`config.mk`:
```
export PLATFORM = sky130hd
export DESIGN_NAME = sbus_frame_decoder_unit
export DESIGN_NICKNAME = d
export VERILOG_FILES = /design/src/sv/sfd_pkg.sv /design/src/sv/sfd_ctrl.sv /design/src/sv/sfd_datapath.sv /design/src/sv/sbus_frame_decoder_unit.sv
export VERILOG_INCLUDE_DIRS = /design/src /design/src/sv
export SDC_FILE = /design/constraint.sdc
export NUM_CORES = 1
export LEC_CHECK = 0
export BUFFER_PORTS_ARGS = -buffer_cell sky130_fd_sc_hd__buf_2
export CAP_MARGIN = 15
export CORE_ASPECT_RATIO = 2
export CORE_MARGIN = 4
export CORE_UTILIZATION = 25
export CTS_CLUSTER_DIAMETER = 150
export DETAILED_ROUTE_END_ITERATION = 10
export GPL_TIMING_DRIVEN = 0
export PLACE_DENSITY_LB_ADDON = 0.2
export RECOVER_POWER = 50
export SLEW_MARGIN = 20
export SYNTH_ARGS = -nofsm -noshare
export SYNTH_HDL_FRONTEND = slang
export SYNTH_SLANG_ARGS = --single-unit
export TNS_END_PERCENT = 100
```
`constraint.sdc`:
```
create_clock -name clk -period 13.9 [get_ports clk]
set_input_delay 0.695 -clock clk [delete_from_list [all_inputs] [get_ports clk]]
set_output_delay 0.695 -clock clk [all_outputs]
set_load 0.01 [all_outputs]
```
`src/sv/sbus_frame_decoder_unit_assert.svh`:
```
// Assertion macros used by the frame decoder controller.
// Each macro expects a clock named clk and a reset named arst_n in scope.
`ifndef SBUS_FRAME_DECODER_UNIT_ASSERT_SVH
`define SBUS_FRAME_DECODER_UNIT_ASSERT_SVH

// The consequent must hold in the same cycle as the antecedent.
`define SFD_ASSERT_SAME(label, ante, cons, msg) \
	label: assert property (@(posedge clk) disable iff (!arst_n) (ante) |-> (cons)) \
		else $error(msg);

// The consequent must hold in the cycle after the antecedent.
`define SFD_ASSERT_NEXT(label, ante, cons, msg) \
	label: assert property (@(posedge clk) disable iff (!arst_n) (ante) |=> (cons)) \
		else $error(msg);

`endif

```
`src/sv/sfd_pkg.sv`:
```
`timescale 1ns / 1ps
// ----------------------------------------------------------------------------
// Frame decoder package
// Request types, controller/datapath link types and decoding constants.
// ----------------------------------------------------------------------------
package sfd_pkg;

	localparam int FRAME_BYTES = 25;
	localparam int FRAME_W     = FRAME_BYTES * 8;

	localparam int COUNT_W     = 6;
	localparam int CH_W        = 4;
	localparam int RAW_W       = 11;
	localparam int SCL_W       = 16;
	localparam int SW_W        = 2;
	localparam int FRAC_W      = 14;

	// Op codes of the byte request.
	localparam logic OP_BYTE = 1'b0;
	localparam logic OP_IDLE = 1'b1;

	// Frame markers.
	localparam logic [7:0] SYNC_BYTE = 8'h0f;
	localparam logic [7:0] END_BYTE  = 8'h00;
	localparam int         END_POS   = 23;

	// Channel groups.
	localparam int NUM_CH    = 15;
	localparam int AXIS_LAST = 4;
	localparam int AUX_LAST  = 6;
	localparam int SW_FIRST  = 7;
	localparam int SW_LAST   = 10;
	localparam int MID_CH    = 9;

	// Reference levels of the raw channel values.
	localparam logic [RAW_W-1:0] LVL_CENTRE = 11'd1024;
	localparam logic [RAW_W-1:0] LVL_LOW    = 11'd240;
	localparam logic [RAW_W-1:0] LVL_HIGH   = 11'd1807;

	// Scale divisors and their reciprocals, 2^(FRAC_W + RECIP_SHIFT) / divisor.
	localparam logic [RAW_W-1:0] DIV_AXIS = 11'd783;
	localparam logic [RAW_W-1:0] DIV_AUX  = 11'd1567;
	localparam int RECIP_SHIFT = 12;
	localparam int RECIP_W     = 17;
	localparam int RECIP_AXIS  = (2 ** (FRAC_W + RECIP_SHIFT)) / 783;
	localparam int RECIP_AUX   = (2 ** (FRAC_W + RECIP_SHIFT)) / 1567;
	localparam int PROD_W      = RAW_W + RECIP_W;
	localparam int Q_W         = 15;
	localparam int N_W         = RAW_W + FRAC_W;

	// Held switch codes.
	localparam logic [SW_W-1:0] SW_UNKNOWN = 2'd0;
	localparam logic [SW_W-1:0] SW_LOW     = 2'd1;
	localparam logic [SW_W-1:0] SW_HIGH    = 2'd2;
	localparam logic [SW_W-1:0] SW_MID     = 2'd3;

	typedef struct packed {
		logic       op;
		logic [7:0] rx_byte;
	} byte_req_t;

	typedef struct packed {
		logic [CH_W-1:0]         channel;
		logic [RAW_W-1:0]        raw_value;
		logic signed [SCL_W-1:0] scaled_value;
		logic [SW_W-1:0]         switch_pos;
		logic                    last;
	} chan_rsp_t;

	// Commands from the controller to the datapath.
	typedef struct packed {
		logic            shift_byte;
		logic            frame_end;
		logic            start;
		logic            mul1;
		logic            mul2;
		logic            emit;
		logic [CH_W-1:0] ch;
	} sfd_cmd_t;

	// Status from the datapath to the controller.
	typedef struct packed {
		logic frame_ok;
		logic out_free;
	} sfd_sts_t;

endpackage

```
`src/sv/sfd_ctrl.sv`:
```
`timescale 1ns / 1ps
// ----------------------------------------------------------------------------
// Frame decoder controller
// Sequences byte capture, frame checks and per-channel scaling steps.
// ----------------------------------------------------------------------------
module sfd_ctrl (
	input  logic              clk,
	input  logic              arst_n,
	input  logic              byte_valid,
	output logic              byte_stall,
	input  sfd_pkg::byte_req_t byte_req,
	input  sfd_pkg::sfd_sts_t  sts,
	output sfd_pkg::sfd_cmd_t  cmd
);
	import sfd_pkg::*;

	typedef enum logic [3:0] {
		S_IDLE = 4'b0001,
		S_MUL1 = 4'b0010,
		S_MUL2 = 4'b0100,
		S_FIN  = 4'b1000
	} state_t;

	state_t          state_q, state_d;
	logic [CH_W-1:0] ch_q, ch_d;
	logic            acc;

	assign byte_stall = (state_q != S_IDLE);
	assign acc        = byte_valid && !byte_stall;

	always_comb begin
		cmd            = '0;
		cmd.shift_byte = acc && (byte_req.op == OP_BYTE);
		cmd.frame_end  = acc && (byte_req.op == OP_IDLE);
		cmd.start      = cmd.frame_end && sts.frame_ok;
		cmd.mul1       = (state_q == S_MUL1);
		cmd.mul2       = (state_q == S_MUL2);
		cmd.emit       = (state_q == S_FIN) && sts.out_free;
		cmd.ch         = ch_q;
	end

	always_comb begin
		state_d = state_q;
		ch_d    = ch_q;
		case (state_q)
			S_IDLE: begin
				if (cmd.start) begin
					state_d = S_MUL1;
					ch_d    = CH_W'(1);
				end
			end
			S_MUL1: state_d = S_MUL2;
			S_MUL2: state_d = S_FIN;
			S_FIN: begin
				if (sts.out_free) begin
					if (ch_q == CH_W'(NUM_CH)) begin
						state_d = S_IDLE;
					end else begin
						state_d = S_MUL1;
						ch_d    = ch_q + CH_W'(1);
					end
				end
			end
			default: state_d = S_IDLE;
		endcase
	end

	always_ff @(posedge clk or negedge arst_n) begin
		if (!arst_n) begin
			state_q <= S_IDLE;
			ch_q    <= '0;
		end else begin
			state_q <= state_d;
			ch_q    <= ch_d;
		end
	end

`include "sbus_frame_decoder_unit_assert.svh"

	`SFD_ASSERT_NEXT(a_start_goes_busy, cmd.start, state_q == S_MUL1 && ch_q == CH_W'(1), "accepted frame did not start channel one")
	`SFD_ASSERT_NEXT(a_last_ends, cmd.emit && ch_q == CH_W'(NUM_CH), state_q == S_IDLE, "frame did not end after the last channel")
	`SFD_ASSERT_NEXT(a_fin_waits, state_q == S_FIN && !sts.out_free, state_q == S_FIN && $stable(ch_q), "result step moved on while the output was full")
	`SFD_ASSERT_SAME(a_ch_range, state_q != S_IDLE, ch_q >= CH_W'(1) && ch_q <= CH_W'(NUM_CH), "channel counter out of range while busy")

endmodule

```
`src/sv/sfd_datapath.sv`:
```
`timescale 1ns / 1ps
// ----------------------------------------------------------------------------
// Frame decoder datapath
// Byte shift line, byte counter, channel scaling and switch code registers.
// ----------------------------------------------------------------------------
module sfd_datapath (
	input  logic               clk,
	input  logic               arst_n,
	input  sfd_pkg::byte_req_t byte_req,
	input  sfd_pkg::sfd_cmd_t  cmd,
	output sfd_pkg::sfd_sts_t  sts,
	output logic               chan_valid,
	input  logic               chan_stall,
	output sfd_pkg::chan_rsp_t chan_rsp
);
	import sfd_pkg::*;

	logic [FRAME_W-1:0]  frame_q;
	logic [COUNT_W-1:0]  count_q;
	logic [SW_W-1:0]     sw_q [SW_LAST-SW_FIRST+1];

	// Stage one: raw value, magnitude and reciprocal product.
	logic [RAW_W-1:0]  raw_s1, mag_s1, div_s1;
	logic              neg_s1, scl_s1;
	logic [PROD_W-1:0] prod_s1;
	// Stage two: quotient estimate and its back product.
	logic [Q_W-1:0]    qest_s2;
	logic [N_W-1:0]    back_s2;

	logic [RAW_W-1:0]   raw, lvl, mag, div;
	logic [RAW_W:0]     diff;
	logic [RECIP_W-1:0] recip;
	logic               is_axis, is_scl;
	logic [N_W-1:0]     rem;
	logic [Q_W-1:0]     q;
	logic [SCL_W-1:0]   scaled;
	logic               is_sw;
	logic [SW_W-1:0]    sw_idx, sw_next;
	logic               rsp_valid_q;
	chan_rsp_t          rsp_q;

	assign raw = frame_q[RAW_W-1:0];

	assign sts.frame_ok = (count_q == COUNT_W'(FRAME_BYTES))
		&& (frame_q[7:0] == SYNC_BYTE)
		&& (frame_q[END_POS*8 +: 8] == END_BYTE);
	assign sts.out_free = !rsp_valid_q || !chan_stall;

	// The newest byte enters at the top, so after a full frame byte 0 sits lowest.
	always_ff @(posedge clk) begin
		if (cmd.shift_byte) begin
			frame_q <= {byte_req.rx_byte, frame_q[FRAME_W-1:8]};
		end else if (cmd.start) begin
			frame_q <= {8'h00, frame_q[FRAME_W-1:8]};
		end else if (cmd.emit) begin
			frame_q <= {{RAW_W{1'b0}}, frame_q[FRAME_W-1:RAW_W]};
		end
	end

	always_ff @(posedge clk or negedge arst_n) begin
		if (!arst_n) begin
			count_q <= '0;
		end else if (cmd.frame_end) begin
			count_q <= '0;
		end else if (cmd.shift_byte && count_q != '1) begin
			count_q <= count_q + COUNT_W'(1);
		end
	end

	always_comb begin
		is_axis = (cmd.ch <= CH_W'(AXIS_LAST));
		is_scl  = (cmd.ch <= CH_W'(AUX_LAST));
		lvl     = is_axis ? LVL_CENTRE : LVL_LOW;
		div     = is_axis ? DIV_AXIS : DIV_AUX;
		recip   = is_axis ? RECIP_W'(RECIP_AXIS) : RECIP_W'(RECIP_AUX);
		diff    = {1'b0, raw} - {1'b0, lvl};
		mag     = diff[RAW_W] ? RAW_W'(~diff + (RAW_W+1)'(1)) : diff[RAW_W-1:0];
	end

	always_ff @(posedge clk) begin
		if (cmd.mul1) begin
			raw_s1  <= raw;
			mag_s1  <= mag;
			div_s1  <= div;
			neg_s1  <= diff[RAW_W];
			scl_s1  <= is_scl;
			prod_s1 <= {{RECIP_W{1'b0}}, mag} * {{RAW_W{1'b0}}, recip};
		end
		if (cmd.mul2) begin
			qest_s2 <= prod_s1[RECIP_SHIFT +: Q_W];
			back_s2 <= N_W'({{RAW_W{1'b0}}, prod_s1[RECIP_SHIFT +: Q_W]}
				* {{Q_W{1'b0}}, div_s1});
		end
	end

	// The estimate is at most one below the true quotient.
	always_comb begin
		rem    = {mag_s1, {FRAC_W{1'b0}}} - back_s2;
		q      = qest_s2 + Q_W'(rem >= N_W'(div_s1));
		scaled = neg_s1 ? (SCL_W'(0) - SCL_W'(q)) : SCL_W'(q);
	end

	always_comb begin
		is_sw   = (cmd.ch >= CH_W'(SW_FIRST)) && (cmd.ch <= CH_W'(SW_LAST));
		sw_idx  = SW_W'(cmd.ch - CH_W'(SW_FIRST));
		sw_next = sw_q[sw_idx];
		if (raw_s1 == LVL_LOW) begin
			sw_next = SW_LOW;
		end else if (raw_s1 == LVL_HIGH) begin
			sw_next = SW_HIGH;
		end else if (cmd.ch == CH_W'(MID_CH) && raw_s1 == LVL_CENTRE) begin
			sw_next = SW_MID;
		end
	end

	always_ff @(posedge clk or negedge arst_n) begin
		if (!arst_n) begin
			for (int i = 0; i < SW_LAST - SW_FIRST + 1; i++) begin
				sw_q[i] <= SW_UNKNOWN;
			end
		end else if (cmd.emit && is_sw) begin
			sw_q[sw_idx] <= sw_next;
		end
	end

	always_ff @(posedge clk or negedge arst_n) begin
		if (!arst_n) begin
			rsp_valid_q <= 1'b0;
		end else if (cmd.emit) begin
			rsp_valid_q <= 1'b1;
		end else if (!chan_stall) begin
			rsp_valid_q <= 1'b0;
		end
	end

	always_ff @(posedge clk) begin
		if (cmd.emit) begin
			rsp_q.channel      <= cmd.ch;
			rsp_q.raw_value    <= raw_s1;
			rsp_q.scaled_value <= scl_s1 ? scaled : '0;
			rsp_q.switch_pos   <= is_sw ? sw_next : SW_UNKNOWN;
			rsp_q.last         <= (cmd.ch == CH_W'(NUM_CH));
		end
	end

	assign chan_valid = rsp_valid_q;
	assign chan_rsp   = rsp_q;

endmodule

```
`src/sv/sbus_frame_decoder_unit.sv`:
```
`timescale 1ns / 1ps
// ----------------------------------------------------------------------------
// Serial bus frame decoder
// Collects frame bytes, checks the frame on line idle and emits 15 channels.
// ----------------------------------------------------------------------------
//  channel | direction | handshake               | request
//  byte    | in        | byte_valid / byte_stall | byte_req (op, rx_byte)
//  chan    | out       | chan_valid / chan_stall | chan_rsp (one channel result)
//
// A data byte or a rejected idle request is taken without raising byte_stall.
// An accepted frame is scaled channel by channel through the MUL1, MUL2 and FIN steps
// of the scaling unit's two-step reciprocal multiply; byte_stall is high meanwhile.
// A stalled result holds the channel step until the output is free again.
// Reset clears the byte count, the switch codes and the controller; the frame
// shift register is not reset.
module sbus_frame_decoder_unit (
	input  logic               clk,
	input  logic               arst_n,
	input  logic               byte_valid,
	output logic               byte_stall,
	input  sfd_pkg::byte_req_t byte_req,
	output logic               chan_valid,
	input  logic               chan_stall,
	output sfd_pkg::chan_rsp_t chan_rsp
);
	import sfd_pkg::*;

	sfd_cmd_t cmd;
	sfd_sts_t sts;

	sfd_ctrl u_ctrl (
		.clk        (clk),
		.arst_n     (arst_n),
		.byte_valid (byte_valid),
		.byte_stall (byte_stall),
		.byte_req   (byte_req),
		.sts        (sts),
		.cmd        (cmd)
	);

	sfd_datapath u_datapath (
		.clk        (clk),
		.arst_n     (arst_n),
		.byte_req   (byte_req),
		.cmd        (cmd),
		.sts        (sts),
		.chan_valid (chan_valid),
		.chan_stall (chan_stall),
		.chan_rsp   (chan_rsp)
	);

endmodule

```
Yosys cells after proc, flatten, opt, wreduce, memory -nomap -nowiden
Cells that the tools add are included.
{ "op_classes": {"add_sub_neg": 8, "multipliers": 2, "n_lt_le_gt_ge": 7, "eq_ne": 17, "muxes": 29, "bitwise_logic": 3, "n_reduce_logical": 23} }
{ "ops": {"columns": ["operator", "count"], "rows": [
  ["2-to-1 mux 200 bit", 3],
  ["2-to-1 mux 11 bit", 3],
  ["multiplier 11 x 17 -> 27 bit", 1],
  [">= comparator 25 x 11 -> 1 bit", 1],
  ["multiplier 15 x 11 -> 25 bit", 1],
  ["subtractor 25 bit", 1],
  ["== test 11 bit, second input constant", 2],
  ["2-to-1 mux 4 bit", 5],
  ["2-to-1 mux 17 bit", 1],
  ["case mux 4 bit (4 select lines)", 1],
  ["subtractor 1 x 15 -> 16 bit, first input constant", 1],
  ["adder 15 x 1 -> 15 bit", 1],
  ["2-to-1 mux 15 bit", 1],
  ["2-to-1 mux 2 bit", 7],
  ["== test 4 bit, second input constant", 3],
  ["logical AND 1 bit", 12],
  ["2-to-1 mux 6 bit", 2],
  ["subtractor 11 x 11 -> 12 bit", 1],
  ["adder 11 x 1 -> 11 bit, second input constant", 1],
  ["== test 11 x 8 -> 1 bit, second input constant", 1],
  ["inverter 11 bit", 1],
  ["bitwise mux 8 bit", 1],
  ["== test 8 x 4 -> 1 bit, second input constant", 1],
  ["less-or-equal comparator 4 x 3 -> 1 bit, second input constant", 2],
  ["other kinds (28)", 35]
]} }
{ "word_totals": {"reg_bits": 359, "out_inout_bits": 36, "elab_cells": 112} }

Depth between registers and ports, before layout
{ "depth": {"word_depth": 9, "ltp_mapped": 36} }

By module
Synthesis repeated with hierarchy kept, for this count alone.
{ "hier_totals": {"hier_cells": 1845, "area_unflattened_um2": 22977.0} }
{ "by_module_without_submodules": {"columns": ["mod", "n_inst", "cells_each", "area_each_um2", "seq_area_each_um2"], "rows": [
  ["sfd_datapath", 1, 1797, 22499.1, 9774.4],
  ["sfd_ctrl", 1, 48, 478.0, 201.4]
]} }

Worst setup path after synthesis
No wires, ideal clock.
{ "synth_timing": {"path_kind": "register -> register", "from": "register u_ctrl.ch_q[0]", "to": "register u_datapath.prod_s1[24], data pin", "setup_time_ns": 0.259, "arrival_ns": 7.858, "required_time_ns": 13.641, "setup_slack_ns": 5.782, "path_stages_with_launch": 36, "cell_sequence": "dfrtp_1 -> buf_2 -> o21a_1 -> nor2_2 -> inv_1 -> clkbuf_1 -> ha_1 -> inv_1 -> fa_1 -> a21o_1 -> a21oi_1 -> xnor2_1 -> a41oi_1 -> xnor2_1 -> inv_1 -> nor2_1 -> nor2_1 -> ha_1 -> inv_1 -> fa_1 -> inv_1 -> fa_1 -> inv_1 -> fa_1 -> fa_1 -> inv_1 -> ha_1 -> clkbuf_1 -> a21o_1 -> a21o_1 -> a21oi_1 -> o221ai_1 -> nor2_1 -> o21ai_1 -> a41oi_1 -> xnor2_1"} }
{ "synth_between": {"elab_chain_len": 7, "elab_cells_between_ends": 8, "cone_classes": "add/sub: 2; mul: 1; order compare: 1; mux: 3; bitwise: 1"} }
{ "synth_lines": {"columns": ["item", "line_no", "source"], "rows": [
  ["from (decl)", "sfd_ctrl.sv:25", "logic [CH_W-1:0] ch_q, ch_d;"],
  ["from (signal assigned)", "sfd_ctrl.sv:74", "ch_q <= ch_d;"],
  ["less-or-equal comparator 4 x 3 -> 1 bit *", "sfd_datapath.sv:71", "is_axis = (cmd.ch <= CH_W'(AXIS_LAST));"],
  ["2-to-1 mux 11 bit *", "sfd_datapath.sv:73", "lvl = is_axis ? LVL_CENTRE : LVL_LOW;"],
  ["subtractor 11 x 11 -> 12 bit *", "sfd_datapath.sv:76", "diff = {1'b0, raw} - {1'b0, lvl};"],
  ["inverter 11 bit", "sfd_datapath.sv:77", "mag = diff[RAW_W] ? RAW_W'(~diff + (RAW_W+1)'(1)) : diff[RAW_W-1:0];"],
  ["adder 11 x 1 -> 11 bit", "sfd_datapath.sv:77", null],
  ["2-to-1 mux 11 bit *", "sfd_datapath.sv:77", null],
  ["named net u_datapath.mag[9]", "sfd_datapath.sv:30", "logic [RAW_W-1:0] raw, lvl, mag, div;"],
  ["multiplier 11 x 17 -> 27 bit *", "sfd_datapath.sv:87", "prod_s1 <= {{RECIP_W{1'b0}}, mag} * {{RAW_W{1'b0}}, recip};"],
  ["to (signal assigned)", "sfd_datapath.sv:87", null],
  ["to (decl)", "sfd_datapath.sv:25", "logic [PROD_W-1:0] prod_s1;"]
]} }
Mark *: on every way through the listed nets, which the timed path passes. The rest lies on a longest branch.
A chain may end at the register's enable or synchronous reset.

Worst setup path in the final report
{ "layout_timing": {"from": "register u_ctrl.ch_q[0]", "to": "register u_datapath.prod_s1[24], data pin"} }
{ "layout_between": {"elab_cells_between_ends": 8, "cone_classes": "add/sub: 2; mul: 1; order compare: 1; mux: 3; bitwise: 1"} }
{ "layout_lines": {"columns": ["item", "line_no", "source"], "rows": [
  ["less-or-equal comparator 4 x 3 -> 1 bit", "sfd_datapath.sv:71", null],
  ["2-to-1 mux 11 bit", "sfd_datapath.sv:73", null],
  ["subtractor 11 x 11 -> 12 bit", "sfd_datapath.sv:76", null],
  ["named net u_datapath.diff[11]", "sfd_datapath.sv:31", "logic [RAW_W:0] diff;"],
  ["2-to-1 mux 11 bit", "sfd_datapath.sv:77", null],
  ["named net u_datapath.mag[5]", "sfd_datapath.sv:30", null],
  ["multiplier 11 x 17 -> 27 bit", "sfd_datapath.sv:87", null]
]} }
The timed path passes the listed nets, and every way through them passes these cells.

==> reports/results.tsv <==
metric	value	unit
outcome	finished with violations	
failing checks	capacitance limit, slew limit	
Final period util	0.752	
Reg clk slew, reported paths	0.06	ns
Vias	13800	
sequential cell area fraction in the yosys report	0.425	
area leader, netlist	edfxtp_1	
final worst slack	3.45	ns
dpl hpwl	44200	um
die width	225	um
share of layout cells above drive strength 1	0.108	
Crit Path Class	flop to flop	
Rel. slew slack	-0.732	
final WL	55200	um
most frequent cells in the layout	313 x edfxtp_1, 276 x inv_1, 205 x ha_1, 149 x fa_1, 97 x mux2_4	
Post-CTS Setup Inserts	0	
crit start category	flop	
core area	92900	um2
GRT busiest layer	met2	
met3 usage	0.0146	
Power Density	151	nW/um2
Hold WC Path Type	input port to flop	
Final Slew Violations	69	
Critical Path Fanout Max	14	
initial antenna violation count	2	
cell depth of the worst setup path	33	
TritonCTS clock tree	yes	
Die Area	99100	um2
Die Y	441	um
Synth warnings	0	
final core utilization	0.283	
Area growth syn-to-layout	12.2	%
slowest CP cell	xnor2_1	
maximum buffer depth of the clock tree	3	
WHS Path Cells	2	
WP buf/inv	9	
wire per inst	17.4	um
initial DRC count	605	
max incr delay on CP	0.82	ns
ys flop type	edfxtp_1	
Max Cap Viol	2	
Tmin final	10.45	ns
VDD IR max	0.150	mV
hold buffers post-CTS	0	
Post-Synthesis Cell Area	23400	um2
I/O pin count	49	
Crit path max-delay family	adder cells	
Total GRT Usage	0.112	
met2 Use GR	0.227	
clk_skew	0.0387	ns
clock sink total	336	
ANT nets after route	0	
DR DRC count	0	
Design Area, Final	26300	um2
Worst EP arrival	10.76	ns
CP endpoint kind	flop	
CP required	14.21	ns
synth unique cells	79	
Power, Total	3.98	mW
leakage dissipation	10.8	nW
number of synthesized flops with an enable pin	313	
Final setup viols	0	
first-pass GRT wire length	85900	um
Yosys reg bits	336	
clk root buf	clkbuf_16	
Worst path most repeated cell	inv_1	
post-synthesis async set-or-reset flop share	0.0685	
port bufs	48	
vias in the first global route	15200	
RSZ-0062 raised after global routing	no	
CTS Buf Count	36	
worst-margin pin slew	2.60	ns
gpl congestion	0.831	
Worst-Skew Late Latency	0.57	ns
largest net degree at the start of global routing	52	
Placed Area	25400	um2
Starting Density	0.252	
Place WS	3.62	ns
Avg Inst Size Synth	12.8	um2
leading post-synthesis cells by cell area	edfxtp_1 40%, fa_1 13%, ha_1 11%	
Syn Inst Count	1826	
total gr overflow	0	
top-area cell type share of the netlist area	0.401	
Fin. Hold Viols	0	
worst reg2reg path depth	33	
TritonRoute pass-1 iters	4	
final setup TNS	0	ns
H-tree lvl count	2	
Via density	4.37	
GR Util met1	0.112	
Row Count	158	
commonest non-fill, non-tap cell in the layout	edfxtp_1	
upper clock frequency limit	95.7	MHz
nets	2304	
PostCTS Resize Cnt	0	
## registers in the layout, summed over array words and instances (netlist names), 2 cells and up
name                 flops
u_datapath.frame_q     200
u_datapath.chan_rsp     34
u_datapath.back_s2      25
u_datapath.prod_s1      15
u_datapath.qest_s2      14
u_datapath.mag_s1       11
u_datapath.raw_s1       10
u_datapath.sw_q          8
u_datapath.count_q       6
u_ctrl.ch_q              4
u_ctrl.state_q           4
u_datapath.div_s1        2
## worst register-to-register path, delay by kind of cell (launching register included)
kind | cells | cell delay [ns]
AOI/OAI and AO/OA | 11 | 2.39
adders and majority gates | 7 | 3.02
and+or+nand+nor | 4 | 1.37
buffers and inverters | 9 | 2.06
xor gates and xnor gates | 2 | 0.91
DFF | 1 | 0.44
## synthesized netlist by cell type, drive strengths merged, types with 23 or more instances
cell,number
a21oi,64
and2,39
buf,26
edfxtp,313
fa,149
ha,205
inv,276
mux2,198
nand2,70
nand3,28
nor2,77
nor3,23
o21ai,38
xnor2,48
xor2,30
## final timing paths
kind | from | endpoint | slack, ns
max reg2reg | u_ctrl.ch_q[0]$_DFFE_PN0P_ | u_datapath.prod_s1[24]$_DFFE_PP_ | 3.45
min in group asynchronous | arst_n | u_datapath.sw_q[0]$_DFFE_PN0P_ | 0.42
max | u_ctrl.ch_q[0]$_DFFE_PN0P_ | u_datapath.prod_s1[24]$_DFFE_PP_ | 3.45
max in group asynchronous | arst_n | u_datapath.chan_valid$_DFFE_PN0P_ | 12.68
min reg2reg | u_ctrl.ch_q[2]$_DFFE_PN0P_ | u_datapath.chan_rsp[32]$_DFFE_PP_ | 0.45
min | byte_req[0] | u_datapath.frame_q[192]$_SDFFCE_PN0P_ | 0.41
## cells by family after synthesis
kind of cell | synth area share
and+or+nand+nor | 0.0778
adders and majority gates | 0.237
DFF | 0.425
other | 0.000320
buffers and inverters | 0.0633
AOI/OAI and AO/OA | 0.0531
xor gates and xnor gates | 0.0291
muxes | 0.114
## routing by layer
metal	share of wire	up-vias	routed length [um]
li1	-	6610	-
met1	0.35	6943	19600
met2	0.58	184	31900
met3	0.024	97	1320
met4	0.043	0	2350
met5	0	-	0
## layout make-up
class,count,area [um2]
inverter,276,1040
clock inverter,20,196
sequential,336,9980
antenna,2,5.00
fill,9620,66600
clock buffer,45,956
multi-input combinational,1178,12000
tap,1200,1500
timing repair buffer,67,337
buffer,42,310
## per-stage QoR
step	hold slack, ns	cells
after floorplan	0.399	1832
after global placement	0.450	3080
after detailed placement	0.440	3099
after CTS	0.101	3164
after global routing	0.385	3165
final	0.412	3166
## where the power goes
group | switching (mW) | leakage, nW | internal [mW]
combinational | 0.998 | 6.97 | 0.763
clock | 0.424 | 0.561 | 0.549
sequential | 0.0197 | 3.29 | 1.22
total | 1.44 | 10.8 | 2.54
(Power assumes the default switching activity.)
